File: config.mk
export PLATFORM = sky130hd
export DESIGN_NAME = sit_orient
export DESIGN_NICKNAME = d
export VERILOG_FILES = /design/src/rtl/sit_pkg.sv /design/src/rtl/sit_orient.sv
export SDC_FILE = /design/constraint.sdc
export NUM_CORES = 2
export LEC_CHECK = 0
export BUFFER_PORTS_ARGS = -buffer_cell sky130_fd_sc_hd__buf_4
export CORE_MARGIN = 4
export CORE_UTILIZATION = 46
export CTS_CLUSTER_DIAMETER = 150
export DETAILED_ROUTE_END_ITERATION = 6
export SLEW_MARGIN = 20
export SYNTH_ARGS = -nofsm -noshare
export SYNTH_HDL_FRONTEND = slang
export SYNTH_SLANG_ARGS = --single-unit
File: constraint.sdc
create_clock -name aclk -period 8 [get_ports aclk]
set_input_delay 1.6 -clock aclk [delete_from_list [all_inputs] [get_ports aclk]]
set_output_delay 1.6 -clock aclk [all_outputs]
set_load 0.05 [all_outputs]
File: src/rtl/sit_pkg.sv
// Shared types and constants for the segment intersection test.
// No dependencies.
package sit_pkg;

    localparam int COORD_WIDTH_DEF = 16;

    // Orientation of a point against a directed line
    typedef enum logic [1:0] {
        ORIENT_COLLINEAR = 2'd0,
        ORIENT_POS       = 2'd1,
        ORIENT_NEG       = 2'd2
    } orient_t;

    // Load enables for the two register stages inside the orientation unit
    typedef struct packed {
        logic mul;
        logic cmp;
    } sit_stage_en_t;

endpackage

File: src/rtl/sit_orient.sv
// Orientation unit: two cross-product multiplies, registered, then a compare.
// Depends on sit_pkg.
module sit_orient
    import sit_pkg::*;
#(
    parameter int COORD_WIDTH = COORD_WIDTH_DEF
) (
    input  logic                        aclk,
    input  sit_stage_en_t               en,
    input  logic signed [COORD_WIDTH:0] ux,
    input  logic signed [COORD_WIDTH:0] uy,
    input  logic signed [COORD_WIDTH:0] vx,
    input  logic signed [COORD_WIDTH:0] vy,
    output orient_t                     orient
);

    localparam int PW = 2 * COORD_WIDTH + 2;

    logic signed [PW-1:0] m1_reg;
    logic signed [PW-1:0] m2_reg;
    orient_t              orient_reg;
    orient_t              orient_next;

    // Multiply stage: form both halves of the cross product
    always_ff @(posedge aclk) begin
        if (en.mul) begin
            m1_reg <= ux * vy;
            m2_reg <= uy * vx;
        end
    end

    // Classify the turn
    always_comb begin
        if (m1_reg == m2_reg) begin
            orient_next = ORIENT_COLLINEAR;
        end else if (m1_reg > m2_reg) begin
            orient_next = ORIENT_POS;
        end else begin
            orient_next = ORIENT_NEG;
        end
    end

    always_ff @(posedge aclk) begin
        if (en.cmp) begin
            orient_reg <= orient_next;
        end
    end

    assign orient = orient_reg;

endmodule
# Yosys cells after proc, flatten, opt, wreduce, memory -nomap -nowiden
# Index checks and enable logic that the tools add are counted.
[totals] input_bits=71 out_inout_bits=2 ff_bits=70 wordCells=8
[classes] mux=1 magnitude_cmp=1 n_mul=2 eq_ne=1
[op_table] op="$mul 17x17->34" n=2
[op_table] op="$eq 34x34->1" n=1
[op_table] op="$gt 34x34->1" n=1
[op_table] op="$mux 2" n=1

# Depth between registers and ports, before layout
[logic_depth] word_depth=2 mapped_depth=25 ltp_nobuf=24

# Worst setup path after synthesis
# OpenSTA, ideal clock, no wires.
[synth_timing] path_kind="input -> register" start="input vy[10]" end="register m1_reg[32], data pin" path_slack_ps=603 cell_stages=25 setup_ps=264 required_time_ps=7736 path_buffers=3 t_arrival_ps=7134 cell_sequence="clkbuf_1 clkbuf_1 nand2_1 fa_1 inv_1 fa_1 inv_1 fa_1 inv_1 fa_1 fa_1 inv_1 fa_1 inv_1 ha_1 clkbuf_1 nand2_1 nor2_1 a211oi_1 o21ai_0 a2111oi_0 o21ai_1 a21oi_1 a31oi_1 xor2_1"
[synth_via] elab_chain_cells=1
[synth_lines] item="start, declared" line="sit_orient.sv:13" text="input logic signed [COORD_WIDTH:0] vy,"
[synth_lines] item="$mul 17x17->34" line="sit_orient.sv:27" text="m1_reg <= ux * vy;"
[synth_lines] item="end signal, assigned" line="sit_orient.sv:27"
[synth_lines] item="end, declared" line="sit_orient.sv:19" text="logic signed [PW-1:0] m1_reg;"
# No other way between the ends.
# A chain may end at the register's enable or synchronous reset.

# Worst setup path in the final report
[layout_timing] start="input vy[8]" end="register m1_reg[32], data pin"
# The elaborated chain is that of the path after synthesis.

==> impl_metrics.prom <==
# TYPE chip_impl_metric gauge
chip_impl_metric{name="pin_count",unit=""} 73
chip_impl_metric{name="cts.hold.buffers_added",unit=""} 0
chip_impl_metric{name="chipWidth",unit="um"} 240
chip_impl_metric{name="gr-usage-all-layers",unit=""} 0.199
chip_impl_metric{name="synth_top_cell_area_share",unit=""} 0.480
chip_impl_info{name="synth-main-ff-cell",value="sky130_fd_sc_hd__edfxtp_1"} 1
chip_impl_metric{name="hpwl",unit="mm"} 44.4
chip_impl_info{name="layout_commonest_cell",value="sky130_fd_sc_hd__inv_1"} 1
chip_impl_metric{name="vias_per_cell",unit=""} 5.13
chip_impl_info{name="clock-root-buffer",value="sky130_fd_sc_hd__clkbuf_16"} 1
chip_impl_metric{name="final_net_count",unit=""} 3458
chip_impl_metric{name="tritoncts.num_buffers",unit=""} 9
chip_impl_metric{name="grt_pass1_vias",unit=""} 19200
chip_impl_metric{name="worstPathRequired",unit="ns"} 8.08
chip_impl_info{name="grt_setup_unrepaired",value="no"} 1
chip_impl_metric{name="globalplace.congestion",unit=""} 0.881
chip_impl_metric{name="min_period_over_period",unit=""} 0.921
chip_impl_metric{name="synth_sequential_area_ratio",unit=""} 0.0851
chip_impl_metric{name="maximum_buffer_depth_of_the_clock_tree",unit=""} 2
chip_impl_metric{name="synth_fp_nets",unit=""} 3442
chip_impl_metric{name="grt_max_degree",unit=""} 69
chip_impl_metric{name="drtAntennaViolNets",unit=""} 0
chip_impl_metric{name="reg2regPathDepth",unit=""} 10
chip_impl_metric{name="ys.warnings.count",unit=""} 0
chip_impl_metric{name="synth_enable_flop_cells",unit=""} 70
chip_impl_metric{name="place_area",unit="sq um"} 25900
chip_impl_metric{name="timing.setup.tns",unit="ns"} 0
chip_impl_info{name="min-delay-start",value="m1_reg[33]$_DFFE_PP_"} 1
chip_impl_metric{name="grt_antenna_before_repair",unit=""} 0
chip_impl_info{name="cell_with_the_largest_stage_delay_on_the_worst_path",value="sky130_fd_sc_hd__fa_1"} 1
chip_impl_metric{name="finalMaxSlewViolations",unit=""} 0
chip_impl_info{name="timing.critical_path.cells",value="buf_4 -> nand2_1 -> fa_1 -> inv_1 -> fa_1 -> inv_1 -> fa_1 -> inv_1 -> fa_1 -> fa_1 -> inv_1 -> fa_1 -> inv_1 -> ha_1 -> nand2_1 -> nor2_1 -> a211oi_1 -> o21ai_0 -> a2111oi_0 -> buf_4 -> o21ai_1 -> a21oi_1 -> a31oi_1 -> xor2_1"} 1
chip_impl_metric{name="final_hold_viol_count",unit=""} 0
chip_impl_metric{name="netlist-cell-type-count",unit=""} 63
chip_impl_metric{name="max_freq",unit="MHz"} 136
chip_impl_metric{name="drt_pass1_iterations",unit=""} 5
chip_impl_metric{name="cts_resized",unit=""} 0
chip_impl_info{name="tritoncts",value="built"} 1
chip_impl_metric{name="worstHoldPathCells",unit=""} 2
chip_impl_info{name="hold_path_class",value="reg2reg"} 1
chip_impl_info{name="layout_common_cells",value="sky130_fd_sc_hd__inv_1, sky130_fd_sc_hd__fa_1, sky130_fd_sc_hd__nand2_1"} 1
chip_impl_metric{name="post-route-cell-area",unit="sq um"} 26200
chip_impl_metric{name="tightest_slew",unit="ns"} 0.865
chip_impl_metric{name="initialDrtViolationCount",unit=""} 856
chip_impl_metric{name="synthToLayoutAreaGrowth",unit="%"} 5.97
chip_impl_metric{name="pre_cts_ws",unit="ns"} 0.331
chip_impl_metric{name="vias",unit=""} 16900
chip_impl_metric{name="floorplan.rows",unit=""} 84
chip_impl_metric{name="setup_viol_count_final",unit=""} 0
chip_impl_metric{name="n_antenna_cell",unit=""} 0
chip_impl_info{name="critical_path.endpoint_type",value="flop"} 1
chip_impl_metric{name="post-cts-setup-buffers",unit=""} 0
chip_impl_metric{name="slew_headroom",unit=""} 0.423
chip_impl_info{name="timing.critical_path.from_type",value="input port"} 1
chip_impl_metric{name="post_synth.cell_area_avg",unit="sq um"} 9.59
chip_impl_metric{name="wl_per_cell",unit="um"} 16.2
chip_impl_metric{name="die_footprint",unit="sq um"} 57500
chip_impl_info{name="worst-setup-path-type",value="in2reg"} 1
chip_impl_metric{name="worst_setup_slack_for_register_to_register_paths",unit="ns"} 5.12
chip_impl_metric{name="tritoncts_num_sinks",unit=""} 70
chip_impl_metric{name="synthArstFlopShare",unit=""} 0
chip_impl_metric{name="drt_wl_total",unit="mm"} 53.1
chip_impl_metric{name="place.port_buffers",unit=""} 72
chip_impl_metric{name="synthesis.area",unit="sq um"} 24700
chip_impl_metric{name="post_route_cells_drive_above_1_share",unit=""} 0.0416
chip_impl_metric{name="grt_first_pass_wirelength",unit="mm"} 93.1
chip_impl_metric{name="finalWorstSetupSlack",unit="ns"} 0.634
chip_impl_info{name="r2r-end",value="orient[1]$_SDFFCE_PP0P_"} 1
chip_impl_metric{name="crit_path_max_incr_delay",unit="ns"} 0.54
chip_impl_info{name="post_synth_main_area_contributors",value="sky130_fd_sc_hd__fa_1, sky130_fd_sc_hd__ha_1, sky130_fd_sc_hd__inv_1, sky130_fd_sc_hd__edfxtp_1, sky130_fd_sc_hd__and2_1"} 1
chip_impl_metric{name="cts.htree.levels",unit=""} 3
chip_impl_metric{name="die_height",unit="um"} 240
chip_impl_metric{name="synth_seq_cells",unit=""} 70
chip_impl_metric{name="max_cap_viols",unit=""} 0
chip_impl_metric{name="route.detailed.drc",unit=""} 0
chip_impl_info{name="critical-path-top-cell-by-count",value="sky130_fd_sc_hd__fa_1"} 1
chip_impl_metric{name="finalClockSkew",unit="ns"} 0.00725
chip_impl_metric{name="critical_path_arrival",unit="ns"} 7.44
chip_impl_info{name="r2r-start",value="m1_reg[1]$_DFFE_PP_"} 1
chip_impl_metric{name="placeable_core_area",unit="sq um"} 52900
chip_impl_metric{name="clkLatencyLatePin",unit="ns"} 0.33
chip_impl_metric{name="crit_fanout",unit=""} 17
chip_impl_metric{name="finalWorstPathRequiredPeriod",unit="ns"} 7.37
chip_impl_metric{name="cts.reportedPaths.clkPinSlew",unit="ns"} 0.06
chip_impl_info{name="holdPathEnd",value="orient[1]$_SDFFCE_PP0P_"} 1
chip_impl_info{name="outcome",value="completed"} 1
chip_impl_metric{name="start_util",unit=""} 0.467
chip_impl_metric{name="grt_overflow",unit=""} 0
chip_impl_info{name="post-synth-top-area-cell",value="sky130_fd_sc_hd__fa_1"} 1
chip_impl_metric{name="postSynthCellCount",unit=""} 2575
## worst max-delay path by stage
stage	from	endpoint	slack, ns	cells past startpoint
after floorplan	vy[10]	m1_reg[32]$_DFFE_PP_	0.60	25
after global placement	vy[8]	m1_reg[32]$_DFFE_PP_	0.38	24
after detailed placement	vy[2]	m1_reg[33]$_DFFE_PP_	0.33	21
after CTS	vy[2]	m1_reg[33]$_DFFE_PP_	0.66	21
after global routing	vy[8]	m1_reg[32]$_DFFE_PP_	0.16	24
final	vy[8]	m1_reg[32]$_DFFE_PP_	0.63	24
## synth_stat cells (3+ instances only)
cell,n
sky130_fd_sc_hd__o21ai_1,5
sky130_fd_sc_hd__edfxtp_1,70
sky130_fd_sc_hd__and2_1,286
sky130_fd_sc_hd__xor2_1,12
sky130_fd_sc_hd__nor4_1,3
sky130_fd_sc_hd__xnor2_1,52
sky130_fd_sc_hd__and3_1,4
sky130_fd_sc_hd__inv_1,662
sky130_fd_sc_hd__nor2b_1,8
sky130_fd_sc_hd__nor2_1,69
sky130_fd_sc_hd__nand3_1,14
sky130_fd_sc_hd__a21o_1,19
sky130_fd_sc_hd__nor3_1,5
sky130_fd_sc_hd__o211ai_1,5
sky130_fd_sc_hd__fa_1,592
sky130_fd_sc_hd__clkbuf_1,76
sky130_fd_sc_hd__nand2b_1,15
sky130_fd_sc_hd__ha_1,204
sky130_fd_sc_hd__o21a_1,19
sky130_fd_sc_hd__a31oi_1,5
sky130_fd_sc_hd__nand2_1,297
sky130_fd_sc_hd__nand4_1,10
sky130_fd_sc_hd__a211oi_1,6
sky130_fd_sc_hd__o21ai_0,32
sky130_fd_sc_hd__o21bai_1,4
sky130_fd_sc_hd__a21oi_1,51
## through the flow
stage	instances	hold slack, ns	utilization
6_report	3284	0.819	0.495
5_1_grt	3284	0.853	0.495
4_1_cts	3284	0.818	0.495
3_5_place_dp	3268	0.799	0.490
3_3_place_gp	3268	0.790	0.490
2_1_floorplan	2575	0.714	-
## cell type report
| cell class | count | area [sq um] |
|---|---|---|
| Inverter | 662 | 2480 |
| Fill cell | 4965 | 26700 |
| Clock inverter | 7 | 65.1 |
| Tap cell | 688 | 861 |
| Clock buffer | 9 | 225 |
| Sequential cell | 70 | 2100 |
| Multi-Input combinational cell | 1767 | 19800 |
| Timing Repair Buffer | 81 | 608 |
## kinds of logic (layout without fill, tap and decap cells)
group,count (synthesis),after routing,synth area share
flops,70,70,0.0851
simple gates,721,721,0.145
mux,2,2,0.000811
buf+inv,738,759,0.112
xor+xnor,64,64,0.0227
fa+ha+maj,796,796,0.583
compound gates,184,184,0.0510
## critical path, delay by kind of cell
kind	cells	cell delay, ns
xor+xnor	1	0.16
simple gates	3	0.27
fa+ha+maj	7	3.36
compound gates	6	1.34
buf+inv	7	0.70
## per-layer routing
layer | GRT usage | vias up | part of all wire
met4 | 0.0354 | 0 | 0.019
met5 | 0 | - | 0
met1 | 0.252 | 8846 | 0.40
li1 | - | 7643 | -
met3 | 0.0245 | 63 | 0.038
met2 | 0.371 | 306 | 0.54
Power is left out: the tool's default activity adds up to more than one toggle a clock period on the data nets, which glitch-free logic cannot reach.
